**src/hdl/tsbo_pkg.sv**
```systemverilog
`timescale 1ns / 1ps
// Shared widths, codes and controller/datapath structs for the timestamp seek block.
package tsbo_pkg;

  localparam int unsigned ChW      = 8;
  localparam int unsigned CfgW     = 32;
  localparam int unsigned CfgIdxW  = 1;
  localparam int unsigned SegW     = 47;
  localparam int unsigned TotW     = 57;
  localparam int unsigned TotSumW  = TotW + 11;
  localparam int unsigned OffW     = 63;
  localparam int unsigned StW      = 2;
  localparam int unsigned ColW     = 2;
  localparam int unsigned ProdW    = CfgW + TotW;
  localparam int unsigned DivCntW  = $clog2(ProdW);
  localparam int unsigned MaxLenDef = 14;

  localparam logic [SegW-1:0] SegMax = {SegW{1'b1}};
  localparam logic [TotW-1:0] TotMax = {TotW{1'b1}};
  localparam logic [OffW-1:0] OffMax = {OffW{1'b1}};

  localparam logic [CfgIdxW-1:0] CfgFileSize = 1'b0;
  localparam logic [CfgIdxW-1:0] CfgDuration = 1'b1;

  localparam logic [StW-1:0] StOk     = 2'd0;
  localparam logic [StW-1:0] StBad    = 2'd1;
  localparam logic [StW-1:0] StNoSeek = 2'd2;

  localparam logic [ChW-1:0] ChZero  = 8'h30;
  localparam logic [ChW-1:0] ChNine  = 8'h39;
  localparam logic [ChW-1:0] ChColon = 8'h3A;
  localparam logic [ChW-1:0] ChDot   = 8'h2E;

  localparam logic [ColW-1:0] MaxColons = 2'd2;

  typedef enum logic [1:0] {
    TOT_HM = 2'd0,
    TOT_S  = 2'd1,
    TOT_MS = 2'd2
  } tot_sel_t;

  typedef struct packed {
    logic     take_char;
    logic     finish;
    logic     tot_en;
    tot_sel_t tot_sel;
    logic     mul_en;
    logic     mul_hi;
    logic     div_en;
    logic     load_out;
  } cmd_t;

  typedef struct packed {
    logic fmt_bad;
    logic seekable;
    logic div_last;
    logic out_full;
  } sts_t;

endpackage

```
**src/hdl/tsbo_ctrl.sv**
```systemverilog
`timescale 1ns / 1ps
// Controller state machine that sequences parsing, total, multiply, divide and result load.
module tsbo_ctrl import tsbo_pkg::*; (
  input  logic clk,
  input  logic rst_n,
  input  logic in_valid,
  input  logic in_last,
  input  sts_t sts,
  output logic in_stall,
  output cmd_t cmd
);

  typedef enum logic [8:0] {
    S_CHAR  = 9'b000000001,
    S_FINAL = 9'b000000010,
    S_TOT0  = 9'b000000100,
    S_TOT1  = 9'b000001000,
    S_TOT2  = 9'b000010000,
    S_MUL0  = 9'b000100000,
    S_MUL1  = 9'b001000000,
    S_DIV   = 9'b010000000,
    S_LOAD  = 9'b100000000
  } state_t;

  state_t state_r;
  state_t state_nxt;

  always_ff @(posedge clk) begin
    if (!rst_n) begin
      state_r <= S_CHAR;
    end else begin
      state_r <= state_nxt;
    end
  end

  always_comb begin
    state_nxt = state_r;
    cmd       = '0;
    unique case (state_r)
      S_CHAR: begin
        cmd.take_char = in_valid;
        if (in_valid && in_last) begin
          state_nxt = S_FINAL;
        end
      end
      S_FINAL: begin
        cmd.finish = 1'b1;
        state_nxt  = S_TOT0;
      end
      S_TOT0: begin
        cmd.tot_en  = 1'b1;
        cmd.tot_sel = TOT_HM;
        state_nxt   = S_TOT1;
      end
      S_TOT1: begin
        cmd.tot_en  = 1'b1;
        cmd.tot_sel = TOT_S;
        state_nxt   = S_TOT2;
      end
      S_TOT2: begin
        cmd.tot_en  = 1'b1;
        cmd.tot_sel = TOT_MS;
        if (sts.fmt_bad || !sts.seekable) begin
          state_nxt = S_LOAD;
        end else begin
          state_nxt = S_MUL0;
        end
      end
      S_MUL0: begin
        cmd.mul_en = 1'b1;
        state_nxt  = S_MUL1;
      end
      S_MUL1: begin
        cmd.mul_en = 1'b1;
        cmd.mul_hi = 1'b1;
        state_nxt  = S_DIV;
      end
      S_DIV: begin
        cmd.div_en = 1'b1;
        if (sts.div_last) begin
          state_nxt = S_LOAD;
        end
      end
      S_LOAD: begin
        if (!sts.out_full) begin
          cmd.load_out = 1'b1;
          state_nxt    = S_CHAR;
        end
      end
      default: begin
        state_nxt = S_CHAR;
      end
    endcase
  end

  assign in_stall = (state_r != S_CHAR);

endmodule

```
**config.mk**
```make
export PLATFORM = sky130hd
export DESIGN_NAME = tsbo_ctrl
export DESIGN_NICKNAME = d
export VERILOG_FILES = /design/src/hdl/tsbo_pkg.sv /design/src/hdl/tsbo_ctrl.sv
export SDC_FILE = /design/constraint.sdc
export NUM_CORES = 1
export LEC_CHECK = 0
export ABC_AREA = 1
export ABC_CLOCK_PERIOD_IN_PS = 1100
export BUFFER_PORTS_ARGS = -buffer_cell sky130_fd_sc_hd__buf_2
export CAP_MARGIN = 25
export CORE_MARGIN = 3
export CORE_UTILIZATION = 40
export DETAILED_ROUTE_END_ITERATION = 12
export GPL_TIMING_DRIVEN = 0
export MAX_ROUTING_LAYER = met4
export PLACE_DENSITY = 0.76
export REMOVE_ABC_BUFFERS = 1
export SLEW_MARGIN = 40
export SYNTH_ARGS = -nofsm -noshare
export SYNTH_HDL_FRONTEND = slang
export SYNTH_SLANG_ARGS = --single-unit
```
**constraint.sdc**
```tcl
create_clock -name clk -period 1.1 [get_ports clk]
set_input_delay 0.165 -clock clk [delete_from_list [all_inputs] [get_ports clk]]
set_output_delay 0.165 -clock clk [all_outputs]
set_load 0.02 [all_outputs]
```
* Yosys cells after proc, flatten, opt, wreduce, memory -nomap -nowiden
Cells that the tools add are included.
** Storage, ports and cells
- ROM bits :: 0
- Register bits :: 9
- Bits in writable memories :: 0
- Bits in latches :: 0
- Output and inout bits :: 10
- Memories kept :: 0
- Input port bits :: 8
- Word-level logic and storage cells :: 32
** Operators by class
- Shifts and indexed selects :: 0
- Reductions and logical operators :: 5
- $add $sub $neg :: 0
- Multiply operators :: 0
- Muxes and demuxes :: 13
- Bitwise logic cells :: 0
- Magnitude comparators :: 0
- Equality and inequality tests :: 13
- Divide/modulo/power cells :: 0
** Operators by type and width (count)
- $pmux 9 s9 :: 1
- $mux 9 :: 4
- $eq 9x1->1 const B :: 1
- $eq 9x2->1 const B :: 1
- $eq 9x3->1 const B :: 1
- $eq 9x4->1 const B :: 1
- $eq 9x5->1 const B :: 1
- $eq 9x6->1 const B :: 1
- $eq 9x7->1 const B :: 1
- $eq 9x8->1 const B :: 1
- $eq 9x9->1 const B :: 1
- $ne 9x1->1 const B :: 1
- $pmux 3 s3 :: 1
- $mux 1 :: 7
- $ne 2x2->1 const B :: 3
- $reduce_and 3->1 :: 1
- $reduce_or 2->1 :: 1
- $logic_and 1x1->1 :: 1
- $logic_not 1->1 :: 1
- $logic_or 1x1->1 :: 1

* Depth between registers and ports, before layout
- Word-level depth :: 4
- Mapped depth :: 9
- Mapped depth without buffers :: 9

* Worst setup path before layout
OpenSTA, ideal clock, no wires.
- Path kind :: flip-flop to output port
- From :: reg state_r[6]
- To :: out cmd[6] in the netlist's numbering
- Arrival :: 1231 ps
- Path buffers :: 0
- Setup slack :: -296 ps
- Data required time :: 935 ps
- Cell stages (with the launch flop) :: 6
- Cell sequence :: dfxtp_1 -> nor2_2 -> nand2_1 -> nor3_2 -> nor2_1 -> inv_1
** RTL lines
- start: declaration :: RTL line tsbo_ctrl.sv:25 : state_t state_r;
- start signal: assignment :: RTL line tsbo_ctrl.sv:32 : state_r <= state_nxt;
- end: declaration :: RTL line tsbo_ctrl.sv:10 : output cmd_t cmd

==> impl_metrics.py <==
metrics = {
    "route": {
        "drt-total-wl_um": 1430,
        "via_per_inst": 4.99,
        "route.met3.wl_um": 139,
        "wl_met1_um": 558,
        "first_pass_iters": 4,
        "via_count": 684,
        "route.met2.wl_um": 710,
        "drt-initial-drc-count": 13,
        "ant_nets": 0,
        "drc": 0,
        "wl_per_cell_um": 10.5,
        "top_layer": "met4",
    },
    "cts": {
        "cts_tree": "done",
        "hold_buffers": 0,
        "clkSinkCount": 9,
        "clockRootBuffer": "clkbuf_4",
        "path_clk_slew_ps": 60,
        "clk-insertion-delay-late_ps": 260,
        "h-tree-depth": 1,
        "cts_buffer_depth": 2,
        "cts-buffers-inserted": 3,
    },
    "die": {
        "rows": 13,
        "die_x_um": 45.4,
        "core_region_area_um2": 1380,
        "die_area_um2": 2060,
        "pin_count": 18,
        "die_h_um": 45.4,
        "start_util_pct": 44.8,
    },
    "sta": {
        "finalCriticalPeriod_ps": 1470,
        "setup_slack_ps": -371,
        "rsz0062_at_grt": "true",
        "max_freq_mhz": 680,
        "finalMaxSlewViolations": 0,
        "setup_violations": 19,
        "tightest_slew_ps": 218,
        "finClkSkew_ps": 2.54,
        "max-slew-margin-rel_pct": 85.4,
        "hold_viol": 0,
        "finalCritPeriodShare_pct": 134,
    },
    "status": {
        "violations": "negative setup slack",
        "outcome": "finished with violations",
    },
    "critical_path": {
        "cp_top_family": "simple AND/OR/NAND/NOR gates",
        "worstSetupPathType": "reg -> out",
        "worst-endpoint-arrival_ps": 1310,
        "start_kind": "flip-flop",
        "crit_fanout": 5,
        "required_ps": 940,
        "reg2reg_slack_ps": -300,
        "slowest_stage": "dfxtp_2",
        "crit_buf_inv": 1,
        "cp_cell_sequence": "nor2_4 -> nand2_2 -> nor2_4 -> nand2_2 -> nor2_1 -> buf_4",
        "max_stage_delay_ps": 340,
        "critPathCaptureType": "primary output",
    },
    "worst_hold_path": {
        "hold_class": "in -> reg",
    },
    "final_layout": {
        "top_register": "state_r",
        "largest_reg_flops": 9,
        "syn2layout_area_growth_pct": 47.5,
        "final_layout_size_suffix_gt1_share_pct": 57.4,
        "reg_top3": "state_r x9",
        "final_util_pct": 66.1,
        "mostFrequentLayoutCell": "nor2_1",
        "mostFrequentLayoutCells": "nor2_1 (14), inv_1 (10), buf_4 (10), nand2_2 (9), nand2_1 (9)",
        "fin_area_um2": 913,
        "diodes": 0,
        "nets": 131,
    },
    "logic_synthesis": {
        "syn_inst": 93,
        "synth_area_leaders": "dfxtp_1 (29%), nand2_1 (9.1%), nor2_1 (9.1%)",
        "synth-main-ff-cell": "dfxtp_1",
        "async_flop_share_pct": 0,
        "synth_top_area_cell": "dfxtp_1",
        "ys_seq_elements": 9,
        "avgSynthCellArea_um2": 6.66,
        "synth_edf_count": 0,
        "netlist.area_leader.share_pct": 29.1,
        "yosys_warnings": 0,
        "netlist_area_um2": 619,
        "ys_seq_area_share_pct": 29.1,
        "synth_cell_types": 18,
    },
    "grt": {
        "grt_use_total_pct": 16.2,
        "overflow": 0,
        "antenna_found_initial": 0,
        "grt_pass1_vias": 603,
        "grt_max_degree": 7,
        "grt_pass1_wl_um": 2270,
    },
    "flow_run": {
        "cap_violations": 0,
    },
    "placed_design": {
        "placement.io_buffers": 17,
        "place_congestion": 0.768,
        "dpl.hpwl_um": 1080,
        "place_area_um2": 723,
    },
    "power_and_ir_drop": {
        "vdd_drop_max_uv": 896,
        "total_leakage_power_nw": 0.480,
        "power_density_nw_per_um2": 2050,
    },
}
[timing repair]
item	CTS	global route
pin swaps	7	9
setup buffers	6	2
resized for setup	23	17
setup endpoints to repair	19	19
[kinds of logic after synthesis]
logic type | count (synthesis) | share of synthesized area [%]
AO/OA/AOI/OAI | 3 | 2.63
buffers and inverters | 19 | 11.5
flip-flops | 9 | 29.1
AND/OR/NAND/NOR | 62 | 56.8
[worst min-delay path, delay by kind of cell]
kind	cells	cell delay [ps]
buffers and inverters	1	90
AND/OR/NAND/NOR	2	130
[synthesized netlist by cell type (2+ instances only)]
library cell and count:
nor2_4 3, inv_1 14, nor2_1 15, nor3_1 5, a21oi_1 2, nand3_1 9
nand2_1 15, nand3_2 3, nor2_2 3, inv_2 5, dfxtp_1 9, nand2_4 2
nand2_2 3
[where the power goes]
group | internal, W | switching (W) | total [W]
Clock | 0.000140 | 0.000111 | 0.000250
Combinational | 0.000501 | 0.000653 | 0.00115
Sequential | 0.000399 | 0.0000680 | 0.000467
Total | 0.00104 | 0.000832 | 0.00187
[layout make-up]
cell class / count / area, µm²
Clock buffer: 4 / 26.3
Sequential cell: 9 / 190
Tap cell: 15 / 18.8
Timing Repair Buffer: 25 / 194
Fill cell: 120 / 469
Multi-Input combinational cell: 65 / 410
Inverter: 19 / 73.8
[routing by layer]
layer / GRT usage, % / up-vias
met5: - / -
met4: 10.5 / 0
met3: 2.39 / 4
met2: 26.8 / 31
met1: 17.7 / 304
li1: - / 345
[worst paths after layout]
kind / start / end / cells past startpoint
max reg2reg: state_r[4] / state_r[0] / 10
max: state_r[4] / cmd[8] / 6
min reg2reg: state_r[7] / state_r[7] / 3
min: sts[2] / state_r[5] / 3
[metrics by stage]
step	total power [W]	hold WS, ps	worst slack (ps)	cells	TNS (ps)
2_1_floorplan	0.00113	291	-296	93	-1240
3_3_place_gp	0.00129	423	-216	125	-1420
3_5_place_dp	0.00131	430	-223	125	-1750
4_1_cts	0.00175	165	-361	135	-4590
5_1_grt	0.00201	190	-440	137	-6850
6_report	0.00187	172	-371	137	-5290
(Power assumes the default switching activity.)
